$ cat config.mk
export PLATFORM = sky130hd
export DESIGN_NAME = vdpp_timing
export DESIGN_NICKNAME = d
export VERILOG_FILES = /design/src/rtl/core/vdpp_pkg.sv /design/src/rtl/core/vdpp_timing.sv
export SDC_FILE = /design/constraint.sdc
export NUM_CORES = 1
export LEC_CHECK = 0
export BUFFER_PORTS_ARGS = -buffer_cell sky130_fd_sc_hd__buf_2
export CORE_UTILIZATION = 30
export DETAILED_ROUTE_END_ITERATION = 16
export GPL_TIMING_DRIVEN = 0
export SETUP_SLACK_MARGIN = 0.1
export SKIP_CTS_REPAIR_TIMING = 1
export SLEW_MARGIN = 20
export SYNTH_ARGS = -nofsm -noshare
export SYNTH_HDL_FRONTEND = slang
export SYNTH_SLANG_ARGS = --single-unit
export TNS_END_PERCENT = 5
$ cat constraint.sdc
create_clock -name i_clk -period 5.3 [get_ports i_clk]
set_clock_uncertainty 0.05 [all_clocks]
set_input_delay 0.53 -clock i_clk [delete_from_list [all_inputs] [get_ports i_clk]]
set_output_delay 0.53 -clock i_clk [all_outputs]
set_load 0.05 [all_outputs]
$ cat src/rtl/core/vdpp_pkg.sv
// Shared types, codes and constants of the video processor port interface.
`timescale 1ns / 1ps

package vdpp_pkg;

    localparam int VRAM_DEPTH = 16384;
    localparam int VRAM_AW    = $clog2(VRAM_DEPTH);
    localparam int PTR_W      = 14;

    localparam logic [2:0] OP_CTRL_WR   = 3'd0;
    localparam logic [2:0] OP_DATA_WR   = 3'd1;
    localparam logic [2:0] OP_DATA_RD   = 3'd2;
    localparam logic [2:0] OP_STATUS_RD = 3'd3;
    localparam logic [2:0] OP_LINE_RD   = 3'd4;
    localparam logic [2:0] OP_LINE_TICK = 3'd5;

    localparam logic [1:0] AC_VRAM_RD = 2'd0;
    localparam logic [1:0] AC_VRAM_WR = 2'd1;
    localparam logic [1:0] AC_REG_WR  = 2'd2;
    localparam logic [1:0] AC_PAL_WR  = 2'd3;

    localparam logic [3:0] REG_IDX_MODE0  = 4'd0;
    localparam logic [3:0] REG_IDX_MODE1  = 4'd1;
    localparam logic [3:0] REG_IDX_RELOAD = 4'd10;

    localparam logic [7:0] MODE0_RST     = 8'h36;
    localparam logic [7:0] MODE1_RST     = 8'hA0;
    localparam logic [7:0] RELOAD_RST    = 8'hFF;
    localparam logic [7:0] COUNTDOWN_RST = 8'hFF;
    localparam logic [8:0] LPF_RST       = 9'd262;
    localparam logic [8:0] ACTIVE_SHORT  = 9'd192;
    localparam logic [8:0] ACTIVE_TALL   = 9'd224;
    localparam logic [8:0] LINE_CLAMP    = 9'd255;

    typedef logic [VRAM_AW-1:0] t_vaddr;
    typedef logic [PTR_W-1:0]   t_vptr;

    typedef struct packed {
        logic [2:0] op;
        logic [7:0] data;
    } t_in_word;

    typedef struct packed {
        logic [7:0] read_value;
        logic       irq;
    } t_out_word;

    typedef struct packed {
        logic [7:0] reg0;
        logic [7:0] reg1;
        logic [7:0] reg10;
    } t_mode_regs;

    typedef struct packed {
        logic vblank;
        logic line_zero;
    } t_line_evt;

endpackage

$ cat src/rtl/core/vdpp_timing.sv
// Scanline counter, line interrupt countdown and active-line selection.
`timescale 1ns / 1ps

module vdpp_timing import vdpp_pkg::*; (
    input  logic       i_clk,
    input  logic       i_rst_n,
    input  logic       i_tick,
    input  t_mode_regs i_mode,
    input  logic [8:0] i_lines_per_frame,
    output t_line_evt  o_evt,
    output logic [8:0] o_line_number
);

    logic [8:0] r_line_number, n_line_number;
    logic [7:0] r_countdown, n_countdown;
    logic       r_tall, n_tall;

    logic [8:0] active_cur;
    logic [8:0] active_new;
    logic [8:0] line_inc;
    logic [7:0] cd_eff;
    logic       in_blank;
    logic       first_line;
    logic       tall_sel;
    logic       tall_eff;

    always_comb begin
        active_cur = r_tall ? ACTIVE_TALL : ACTIVE_SHORT;
        in_blank   = (r_line_number >= active_cur);
        first_line = (r_line_number == 9'd0);
        tall_sel   = i_mode.reg0[2] && i_mode.reg0[1] && i_mode.reg1[4] && !i_mode.reg1[3];
        tall_eff   = first_line ? tall_sel : r_tall;
        active_new = tall_eff ? ACTIVE_TALL : ACTIVE_SHORT;
        cd_eff     = first_line ? i_mode.reg10 : r_countdown;
        line_inc   = r_line_number + 9'd1;

        o_evt.vblank    = !in_blank && (line_inc == active_new);
        o_evt.line_zero = !in_blank && (cd_eff == 8'd0);

        n_line_number = r_line_number;
        n_countdown   = r_countdown;
        n_tall        = r_tall;
        if (i_tick) begin
            if (in_blank) begin
                n_line_number = (line_inc == i_lines_per_frame) ? 9'd0 : line_inc;
            end else begin
                n_tall        = tall_eff;
                n_countdown   = (cd_eff == 8'd0) ? i_mode.reg10 : cd_eff - 8'd1;
                n_line_number = line_inc;
            end
        end
    end

    always_ff @(posedge i_clk) begin
        if (!i_rst_n) begin
            r_line_number <= '0;
            r_countdown   <= COUNTDOWN_RST;
            r_tall        <= 1'b0;
        end else begin
            r_line_number <= n_line_number;
            r_countdown   <= n_countdown;
            r_tall        <= n_tall;
        end
    end

    assign o_line_number = r_line_number;

endmodule

### Word-level counts from Yosys, hierarchy flattened

Index checks and enable logic that the tools add are counted.

| storage, ports and cells | value |
|---|---|
| register bits | 18 |
| bits of input ports | 36 |
| output and inout bits | 11 |
| word-level logic and storage cells | 26 |

| cells by class | value |
|---|---|
| $add $sub $neg | 2 |
| magnitude comparators | 1 |
| equal/unequal tests | 2 |
| mux-type cells | 7 |
| bitwise operators | 1 |
| reductions and logical operators | 10 |

Operator list:

| cell | number |
|---|---|
| $mux W9 | 2 |
| $mux W8 | 2 |
| $mux W6 | 2 |
| $add A9 B1 Y9 const B | 1 |
| $eq A9 B8 Y1 | 1 |
| $eq A9 B9 Y1 | 1 |
| $ge A9 B8 Y1 | 1 |
| $logic_not A9 Y1 | 1 |
| $logic_not A8 Y1 | 1 |
| $sub A8 B1 Y8 const B | 1 |
| $logic_and A1 B1 Y1 | 5 |
| $logic_not A1 Y1 | 2 |
| $reduce_and A2 Y1 | 1 |
| $mux W1 | 1 |
| $not A1 Y1 | 1 |

### Logic depth before layout (Yosys ltp)

Gate-level depths: netlist (run 1).

| depth | value |
|---|---|
| depth after elaboration | 7 |
| mapped depth | 15 |

### Worst setup path after synthesis (run 1)

OpenSTA, ideal clock, no wires.

| timing path | value |
|---|---|
| kind | reg2out |
| from | register r_line_number[0] (netlist: o_line_number[0]) |
| to | output port o_evt[0] in the netlist's numbering |
| data arrival time | 3.954 ns |
| data required time | 4.720 ns |
| path slack | 0.766 ns |
| cell stages (with the launch flop) | 14 |
| path through | dfxtp_1 > buf_2 > inv_1 > ha_1 > nor4b_4 > and2_1 > buf_4 > mux2i_1 > ha_1 > nor4b_1 > nand2_1 > o21a_2 > buf_4 > nor3_1 |

RTL lines:

| element | RTL line | text |
|---|---|---|
| start: declaration | vdpp_timing.sv:14 | `logic [8:0] r_line_number, n_line_number;` |
| start signal: assignment | vdpp_timing.sv:60 | `r_line_number <= n_line_number;` |
| end: declaration | vdpp_timing.sv:10 | `output t_line_evt o_evt,` |

==> results of run 1 <==
[worst paths after layout]
| path | from | end | slack, ps | depth (start not counted) |
|---|---|---|---|---|
| setup / recovery | o_line_number[0]$_SDFFE_PN0P_ | o_evt[0] | 810 | 14 |
| hold / removal | r_countdown[1]$_SDFFE_PN1P_ | r_countdown[1]$_SDFFE_PN1P_ | 450 | 2 |
| setup reg to reg | o_line_number[0]$_SDFFE_PN0P_ | r_countdown[0]$_SDFFE_PN1P_ | 1610 | 14 |
| hold reg to reg | r_countdown[1]$_SDFFE_PN1P_ | r_countdown[1]$_SDFFE_PN1P_ | 450 | 2 |
[worst max-delay path, cell delays in order, from the launching register on]
cell and delay, ps:
sky130_fd_sc_hd__dfxtp_1 340, sky130_fd_sc_hd__buf_2 180, sky130_fd_sc_hd__inv_1 90, sky130_fd_sc_hd__ha_1 160
sky130_fd_sc_hd__nor4b_4 370, sky130_fd_sc_hd__and2_1 260, sky130_fd_sc_hd__buf_4 210, sky130_fd_sc_hd__mux2i_1 270
sky130_fd_sc_hd__ha_1 270, sky130_fd_sc_hd__nor4b_1 500, sky130_fd_sc_hd__nand2_1 100, sky130_fd_sc_hd__o21a_2 270
sky130_fd_sc_hd__buf_4 180, sky130_fd_sc_hd__nor3_1 160, sky130_fd_sc_hd__buf_2 300
[per-stage QoR]
step                      hold slack [ps]  utilization, %  setup WS (ps)
after floorplan                     413.4               -          765.5
after global placement              441.9           36.30           1075
after detailed placement            437.1           36.30           1121
after CTS                           448.0           37.28          804.8
after global routing                486.6           37.28          469.0
final                               446.3           37.28          805.6
[flip-flops by register name, summed over array words and instances (netlist names)]
name,flops
o_line_number,9
r_countdown,8
r_tall,1
[cell families (layout without fill, tap and decap cells)]
logic type,count (synthesis),count (layout)
flip-flops,18,18
XOR/XNOR,27,27
AND/OR/NAND/NOR,94,94
buffers and inverters,23,61
AO/OA/AOI/OAI,49,49
adder cells (fa/ha/maj),6,6
multiplexers,5,5
[cell usage after synthesis, types with 3 or more instances]
cell type / n
sky130_fd_sc_hd__nand2_1: 27
sky130_fd_sc_hd__dfxtp_1: 18
sky130_fd_sc_hd__nor2_1: 15
sky130_fd_sc_hd__xnor2_1: 15
sky130_fd_sc_hd__nand3_1: 12
sky130_fd_sc_hd__o21ai_0: 12
sky130_fd_sc_hd__a21oi_1: 11
sky130_fd_sc_hd__xor2_1: 10
sky130_fd_sc_hd__inv_1: 8
sky130_fd_sc_hd__nand4_1: 7
sky130_fd_sc_hd__o211ai_1: 7
sky130_fd_sc_hd__ha_1: 6
sky130_fd_sc_hd__nor3_1: 6
sky130_fd_sc_hd__a31oi_1: 5
sky130_fd_sc_hd__buf_2: 5
sky130_fd_sc_hd__mux2i_1: 5
sky130_fd_sc_hd__nor3b_1: 4
sky130_fd_sc_hd__buf_4: 3
[cell type report]
| class | instances | area (um2) | share of cell area (%) |
|---|---|---|---|
| multi-input cells | 181 | 1260 | 60.63 |
| repair buffers | 34 | 170.2 | 8.188 |
| flip-flops and latches | 18 | 360.3 | 17.34 |
| inverters | 8 | 30.03 | 1.445 |
| plain buffers | 15 | 112.6 | 5.418 |
| well taps | 72 | 90.09 | 4.335 |
| clock buffers | 4 | 55.05 | 2.649 |
[metal layers]
layer  up-vias  GRT usage (%)
met1       765          17.77
met5         -              0
met3         4          3.140
met2        36          25.91
li1        867              -
met4         0          2.778
[power by group]
| part | internal, mW | switching, mW |
|---|---|---|
| clock | 0.0662 | 0.0531 |
| sequential | 0.143 | 0.00857 |
| combinational | 0.0440 | 0.0574 |
==> reports/results.tsv, run 1 <==
stage	metric	value	unit
status	outcome	complete, no violations	
synth	mappedNetlistArea	1763	um2
finish	antenna-diode-count	0	
finish	filler_cell_count	606	
synth	synth-warning-count	0	
clock_tree	cts_tree	yes	
timing	final_number_of_setup_violating_endpoints	0	
synth	nets_in_the_synthesized_netlist	264	
timing	layout_min_cycle_time	4494	ps
synth	post-synth-top-area-cell	sky130_fd_sc_hd__dfxtp_1	
synth	yosysSeqAreaShare	20.44	%
synth	ys.flop_type	sky130_fd_sc_hd__dfxtp_1	
clock_tree	clock_tree.htree_level_count	1	
timing	max-slew-margin-rel	59.07	%
timing	achievable-frequency	222.5	MHz
floorplan	dieWidth	78.66	um
power	power.static_leakage	0.9524	nW
global_route	grt-ovfl-total	0	
synth	synthXorXnorAreaFrac	14.98	%
synth	ys_seq_elements	18	
detailed_routing	wl_per_cell	13.10	um
finish	syn2layout_area_growth	17.88	%
global_route	grt_max_degree	11	
timing	worst_pin_slew	609.3	ps
timing	finalMaxSlewViolations	0	
worst_setup_path	critPathKind	reg -> out	
detailed_routing	drt-met1-wl	2073	um
synth	synth_simple_gate_area_share	31.51	%
floorplan	initial_utilization	31.63	%
detailed_routing	vias_per_cell	5.036	
floorplan	placementRows	27	
floorplan	die-area	6187	um2
power	irDropWorstVdd	0.1145	mV
detailed_routing	dr.first_iter.drc_count	84	
synth	syn-mean-instance-area	7.941	um2
global_route	groute.usage.overall	14.53	%
synth	synth-compound-area-share	17.89	%
synth	synth_mux_area_share	2.839	%
placement	buffer_ports.inserted	34	
worst_setup_path	critPathRequiredTime	4720	ps
timing	final_cycle_share	84.80	%
synth	synth-edff-count	0	
synth	synth.area.top_cells	sky130_fd_sc_hd__dfxtp_1 20%, sky130_fd_sc_hd__xnor2_1 7.5%, sky130_fd_sc_hd__nand2_1 5.7%	
clock_tree	ctsRootBufferMaster	sky130_fd_sc_hd__clkbuf_8	
placement	dp_hpwl	3335	um
worst_setup_path	crit_fanout	10	
placement	placed_cells_incl_taps	328	
detailed_routing	route.vias.total	1672	
detailed_routing	wl_met2	2064	um
hold_path	min-delay-path-class	reg -> reg	
detailed_routing	postRouteWirelength	4349	um
floorplan	die_outline_height	78.66	um
finish	layout.cells.most_common	sky130_fd_sc_hd__buf_2	
global_route	first_global_vias	1538	
synth	synthCells	222	
synth	async_flop_share	0	%
finish	mostFrequentLayoutCells	39 x sky130_fd_sc_hd__buf_2, 27 x sky130_fd_sc_hd__nand2_1, 18 x sky130_fd_sc_hd__dfxtp_1	
synth	synth_top_family_by_area	simple AND/OR/NAND/NOR gates	
synth	yosysUniqueCellTypes	51	
timing	rsz0062_at_grt	false	
clock_tree	clk_latency	260	ps
timing	setup_tns	0	ps
detailed_routing	routed.top_layer	met4	
synth	netlist.area_leader.share	20.44	%
clock_tree	cts-buffers-inserted	3	
clock_tree	clk_path_buf_depth	2	
detailed_routing	detailedRoute.firstPassIterationCount	4	
detailed_routing	met3_wirelength	180	um
detailed_routing	remaining_drc_errors	0	
flow_run	maxCapViolCount	0	
global_route	grt_pass1_wl	7100	um
timing	timing.final.hold_violations	0	
power	power_density	179.1	nW/um2
power	total_power	0.3721	mW
floorplan	design.portCount	47	
worst_setup_path	endpoint_type_of_the_worst_setup_path	output port	
placement	placement.cell_area	2023	um2
placement	place_congestion	0.8127	
clock_tree	cts.sinks	18	
finish	stdcell_count	332	
worst_setup_path	critPathLaunchType	register	
global_route	grt_antenna_before_repair	0	
detailed_routing	detail-route-antenna-nets	0	
finish	num-nets-final	303	
clock_tree	path_clk_slew	80	ps
synth	synth-adder-area-share	4.258	%
floorplan	coreArea	5574	um2
finish	stdcell_area	2078	um2
worst_setup_path	critical_path_arrival	3910	ps
finish	post_route_cells_drive_above_1_share	22.69	%
(Power assumes the default switching activity.)
==> run 2: changes to the inputs <==
Settings changed: ABC_AREA set to 1.
Clock period 5.3 ns to 3.8 ns, I/O delays scaled along.
==> run 2 against run 1 <==
Against the previous run:
- clock power grew 10%
- sequential power rose by 37%
- cell count grew 21%
- routed wire length is 6.6% higher
- sequential cell count unchanged
==> reports/results.tsv, run 2 <==
stage	metric	value	unit
synth	mappedNetlistArea	1793	um2
timing	achievable-frequency	349.3	MHz
worst_setup_path	crit_fanout	9	
synth	ys_seq_elements	18	
power	share_comb_of_total_power	32.8	%
finish	regArea	360.3	um2
finish	mostFrequentLayoutCells	85 x sky130_fd_sc_hd__nand2_1, 52 x sky130_fd_sc_hd__nand3_1, 45 x sky130_fd_sc_hd__inv_1	
timing	final_cycle_share	75.35	%
worst_setup_path	worst_path_max_delay_cell	sky130_fd_sc_hd__dfxtp_1	
finish	layout.cells.most_common	sky130_fd_sc_hd__nand2_1	
synth	syn-mean-instance-area	6.099	um2
detailed_routing	detailedRoute.firstPassIterationCount	4	
power	power_frac_clock	26.0	%
worst_setup_path	critical_path_arrival	2430	ps
global_route	grt_antenna_before_repair	0	
detailed_routing	remaining_drc_errors	0	
power	power.static_leakage	1.157	nW
synth	netlist.area_leader.share	20.10	%
timing	whs	340.8	ps
floorplan	coreArea	5642	um2
power	irDropWorstVdd	0.1391	mV
floorplan	initial_utilization	31.78	%
clock_tree	cts_tree	yes	
power	pwr-share-seq	41.2	%
clock_tree	cts-buffers-inserted	3	
detailed_routing	vias_per_cell	4.644	
clock_tree	path_clk_slew	70	ps
synth	ys.flop_type	sky130_fd_sc_hd__dfxtp_1	
floorplan	die-area	6290	um2
global_route	groute.usage.overall	15.58	%
timing	final_number_of_setup_violating_endpoints	0	
detailed_routing	detail-route-antenna-nets	0	
timing	finalWorstSetupSlack	936.8	ps
synth	yosysSeqAreaShare	20.10	%
timing	setup_tns	0	ps
detailed_routing	postRouteWirelength	4637	um
power	p_int	0.3293	mW
clock_tree	clk_path_buf_depth	2	
clock_tree	clk_latency	250	ps
finish	num-nets-final	374	
detailed_routing	route.vias.total	1867	
finish	final_util	37.15	%
timing	finalMaxSlewViolations	0	
worst_setup_path	critPathKind	reg -> out	
floorplan	die_outline_height	79.31	um
worst_setup_path	critPathLaunchType	register	
detailed_routing	wl_per_cell	11.53	um
synth	synth.area.top_cells	sky130_fd_sc_hd__dfxtp_1 20%, sky130_fd_sc_hd__nand2_1 18%, sky130_fd_sc_hd__nand3_1 15%	
timing	worst_pin_slew	469.4	ps
worst_setup_path	worstPathCellList	inv_1, ha_1, nand3_4, nor2_8, nand2_4, nand2_1, nand2_1, ha_1, nand4_1, nor4_2, buf_2	
finish	syn2layout_area_growth	16.89	%
power	power_density	239.8	nW/um2
timing	rsz0062_at_grt	false	
synth	async_flop_share	0	%
synth	post-synth-top-area-cell	sky130_fd_sc_hd__dfxtp_1	
status	outcome	complete, no violations	
synth	synthCells	294	
placement	buffer_ports.inserted	33	
finish	multiInputGateArea	1217	um2
synth	yosysMostFrequentCell	sky130_fd_sc_hd__nand2_1	
global_route	first_global_vias	1674	
timing	timing.final.hold_violations	0	
clock_tree	cts.sinks	18	
flow_run	maxCapViolCount	0	
clock_tree	ctsRootBufferMaster	sky130_fd_sc_hd__clkbuf_8	
placement	placement.cell_area	2054	um2
worst_setup_path	endpoint_type_of_the_worst_setup_path	output port	
global_route	grt_pass1_wl	7679	um
placement	dp_hpwl	3638	um
finish	stdcell_area	2096	um2
floorplan	placementRows	27	
synth	synth-edff-count	0	
detailed_routing	dr.first_iter.drc_count	135	
worst_setup_path	critPathMaxStageDelay	450	ps
hold_path	min-delay-path-class	in -> reg	
placement	placement.setup.worst_slack	1166	ps
global_route	grt-ovfl-total	0	
finish	filler_cell_count	634	
synth	nets_in_the_synthesized_netlist	336	
timing	max-slew-margin-rel	68.71	%
finish	antenna-diode-count	0	
power	power.net_switching	0.1731	mW
finish	number_of_flip_flops_under_the_largest_register_name	9	
floorplan	design.portCount	47	
synth	post_synth_most_frequent_cells	85 x sky130_fd_sc_hd__nand2_1, 52 x sky130_fd_sc_hd__nand3_1, 45 x sky130_fd_sc_hd__inv_1	
timing	layout_min_cycle_time	2863	ps
clock_tree	clock_tree.htree_level_count	1	
global_route	grt_max_degree	11	
finish	post_route_cells_drive_above_1_share	18.79	%
placement	place_congestion	0.8992	
synth	synth-warning-count	0	
power	power.share.switching	34.46	%
floorplan	dieWidth	79.31	um
synth	yosysUniqueCellTypes	31	
worst_setup_path	critPathRequiredTime	3370	ps
==> run 2: cell count changes in the layout (fill, tap and decap cells not counted), moves of 6 or more <==
cell,change
sky130_fd_sc_hd__xor2_1,-8
sky130_fd_sc_hd__inv_1,+37
sky130_fd_sc_hd__nand2_2,+6
sky130_fd_sc_hd__nand3_1,+40
sky130_fd_sc_hd__nand2_1,+58
sky130_fd_sc_hd__o211ai_1,-7
sky130_fd_sc_hd__o21ai_0,-6
sky130_fd_sc_hd__xnor2_1,-13
==> run 2: layer usage <==
layer | part of all wire [%] | wire, um | up-vias | GRT usage (%)
li1 | - | - | 1007 | -
met1 | 51 | 2352 | 818 | 21.24
met2 | 45 | 2081 | 38 | 26.21
met3 | 3.7 | 170 | 4 | 2.069
met4 | 0.71 | 33 | 0 | 2.727
met5 | 0 | 0 | - | 0
==> run 2: worst paths after layout <==
path,from,endpoint,slack (ps),depth (start not counted)
min,i_rst_n,r_countdown[3]$_SDFFE_PN1P_,340,2
max reg2reg,o_line_number[0]$_SDFFE_PN0P_,r_countdown[4]$_SDFFE_PN1P_,1360,15
min reg2reg,r_countdown[1]$_SDFFE_PN1P_,r_countdown[1]$_SDFFE_PN1P_,420,2
max,o_line_number[0]$_SDFFE_PN0P_,o_evt[0],940,11
==> run 2: worst max-delay path: cells and delay by family, from the launching register on <==
kind | cells | cell delay, ps
simple gates | 7 | 840
fa+ha+maj | 2 | 460
flops | 1 | 450
buf+inv | 2 | 430
==> run 2: metrics by stage <==
stage,cells,total power [mW]
2_1_floorplan,294,0.3343
3_3_place_gp,399,0.3735
3_5_place_dp,399,0.3762
4_1_cts,402,0.5095
5_1_grt,402,0.5400
6_report,402,0.5025
==> run 2: layout make-up <==
class	instances	area share, %
Inverter	49	8.776
Buffer	6	1.791
Sequential cell	18	17.19
Clock buffer	3	1.970
Timing Repair Buffer	33	7.881
Tap cell	72	4.299
Multi-Input combinational cell	221	58.09
==> run 2: power groups by stage <==
stage	sequential (mW)	clock [mW]	combinational (mW)
after global routing	0.208	0.143	0.188
after CTS	0.207	0.137	0.165
after detailed placement	0.211	0	0.165
final	0.207	0.131	0.165
after global placement	0.211	0	0.162
after floorplan	0.216	0	0.119
==> run 2: cells by family (layout without fill, tap and decap cells) <==
logic type                 Yosys count  after routing  synth area share (%)
xor gates and xnor gates             5              5                 3.280
buffers and inverters               55             91                 12.35
and+or+nand+nor                    184            184                 51.78
AOI/OAI and AO/OA                   26             26                 8.304
DFF                                 18             18                 20.10
adders and majority gates            6              6                 4.187
==> run 3: changes to the inputs <==
Clock period 3.8 ns to 2.7 ns, I/O delays scaled along.
==> run 3 against run 2 <==
Against the previous run:
- critical path depth fell by 2
- total power rose by 52%
- combinational power rose by 52%
- largest cell class unchanged
- largest power group unchanged
- sequential power rose by 41%
- clock power rose by 69%
- register-to-register slack got worse by 920 ps
==> reports/results.tsv, run 3 (synthesis gave the netlist of run 2 again) <==
stage	metric	value	unit
clock_tree	clock_tree.htree_level_count	1	
finish	syn2layout_area_growth	23.10	%
finish	antenna-diode-count	0	
timing	timing.final.hold_violations	0	
hold_path	hold_path.startpoint	i_rst_n	
detailed_routing	detail-route-antenna-nets	0	
floorplan	design.portCount	47	
worst_setup_path	endpoint_type_of_the_worst_setup_path	output port	
finish	num-nets-final	377	
timing	max-slew-margin-rel	61.99	%
placement	buffer_ports.inserted	33	
status	outcome	complete, no violations	
placement	dp_hpwl	3654	um
finish	filler_cell_count	602	
timing	achievable-frequency	400.2	MHz
clock_tree	clk_path_buf_depth	2	
finish	multiInputGateArea	1279	um2
floorplan	dieWidth	79.31	um
finish	layout.cells.most_common	sky130_fd_sc_hd__nand2_1	
timing	final_number_of_setup_violating_endpoints	0	
hold_path	min_delay_path_depth	2	
global_route	first_global_vias	1594	
detailed_routing	detailedRoute.firstPassIterationCount	4	
clock_tree	clk_latency	250	ps
clock_tree	cts_tree	yes	
global_route	grt_max_degree	11	
worst_setup_path	timing.reg2reg.setup_slack	440	ps
power	power_density	346.4	nW/um2
detailed_routing	remaining_drc_errors	0	
finish	regArea	365.4	um2
finish	mostFrequentLayoutCells	82 x sky130_fd_sc_hd__nand2_1, 51 x sky130_fd_sc_hd__nand3_1, 45 x sky130_fd_sc_hd__inv_1	
detailed_routing	wl_per_cell	11.39	um
flow_run	maxCapViolCount	0	
floorplan	placementRows	27	
hold_path	min-delay-path-class	in -> reg	
global_route	grt-ovfl-total	0	
timing	worst_pin_slew	570.2	ps
timing	setup_tns	0	ps
global_route	grt_antenna_before_repair	0	
clock_tree	cts-buffers-inserted	3	
timing	whs	235.9	ps
hold_path	worst_hold_path.endpoint	r_countdown[1]$_SDFFE_PN1P_	
finish	number_of_flip_flops_under_the_largest_register_name	9	
floorplan	initial_utilization	31.78	%
timing	layout_min_cycle_time	2499	ps
timing	finalMaxSlewViolations	0	
floorplan	die-area	6290	um2
global_route	grt_pass1_wl	7514	um
clock_tree	path_clk_slew	70	ps
worst_setup_path	critical_path_arrival	2180	ps
floorplan	die_outline_height	79.31	um
global_route	groute.usage.overall	15.06	%
timing	rsz0062_at_grt	true	
worst_setup_path	r2r-end	r_countdown[4]$_SDFFE_PN1P_	
detailed_routing	dr.first_iter.drc_count	86	
worst_setup_path	critPathLaunchType	register	
detailed_routing	route.vias.total	1901	
clock_tree	ctsRootBufferMaster	sky130_fd_sc_hd__clkbuf_8	
worst_setup_path	reg2regPathDepth	15	
worst_setup_path	crit-reg2reg-launch	o_line_number[0]$_SDFFE_PN0P_	
worst_setup_path	crit_fanout	6	
worst_setup_path	critPathRequiredTime	2380	ps
floorplan	coreArea	5642	um2
power	total_power	0.7646	mW
detailed_routing	postRouteWirelength	4623	um
worst_setup_path	critPathKind	reg -> out	
detailed_routing	vias_per_cell	4.682	
placement	place_congestion	0.8774	
finish	post_route_cells_drive_above_1_share	23.05	%
power	irDropWorstVdd	0.1679	mV
power	power.static_leakage	1.190	nW
timing	final_cycle_share	92.54	%
clock_tree	cts.sinks	18	
[run 3: cell type report]
type                       instances  share of cell area [%]
clock buffer                       4                   2.494
tap                               72                   4.082
sequential                        18                   16.55
inverter                          49                   8.333
multi-input combinational        221                   57.94
buffer                             6                   1.701
timing repair buffer              36                   8.900
[run 3: worst max-delay path by stage]
stage / start / end / slack [ps]
2_1_floorplan: o_line_number[0]$_SDFFE_PN0P_ / o_evt[0] / 110
3_3_place_gp: o_line_number[0]$_SDFFE_PN0P_ / o_evt[1] / 50
3_5_place_dp: o_line_number[0]$_SDFFE_PN0P_ / o_evt[1] / -10
4_1_cts: o_line_number[0]$_SDFFE_PN0P_ / o_evt[1] / -320
5_1_grt: o_line_number[1]$_SDFFE_PN0P_ / o_evt[1] / 60
6_report: o_line_number[0]$_SDFFE_PN0P_ / o_evt[1] / 200
[run 3: power by group]
group / internal, mW / switching, mW / leakage, nW
logic: 0.0954 / 0.156 / 1.01
clock network: 0.129 / 0.0925 / 0.0288
registers: 0.280 / 0.0112 / 0.149
[run 3: critical path, stage by stage, from the launching register on]
cell and delay, ps:
sky130_fd_sc_hd__dfxtp_4 370, sky130_fd_sc_hd__inv_1 110, sky130_fd_sc_hd__ha_2 210, sky130_fd_sc_hd__nand3_4 110
sky130_fd_sc_hd__inv_1 110, sky130_fd_sc_hd__nand2_1 120, sky130_fd_sc_hd__o21ai_4 230, sky130_fd_sc_hd__o21ai_0 180
sky130_fd_sc_hd__a211oi_4 250, sky130_fd_sc_hd__buf_4 230
[run 3: metrics by stage]
step	area (um2)	std cells	setup slack (ps)	util, %
floorplan	1823	294	111.6	-
global placement	2078	399	48.21	36.84
global route	2207	406	58.53	39.12
finish	2207	406	201.3	39.12
detailed placement	2078	399	-13.15	36.84
CTS	2133	403	-324.5	37.81
[run 3: layer usage]
metal / vias to the layer above / GRT usage, % / part of all wire (%)
li1: 1018 / - / -
met1: 842 / 22.11 / 51
met2: 39 / 23.53 / 44
met3: 2 / 1.724 / 4.1
met4: 0 / 2.727 / 0.63
met5: - / 0 / 0
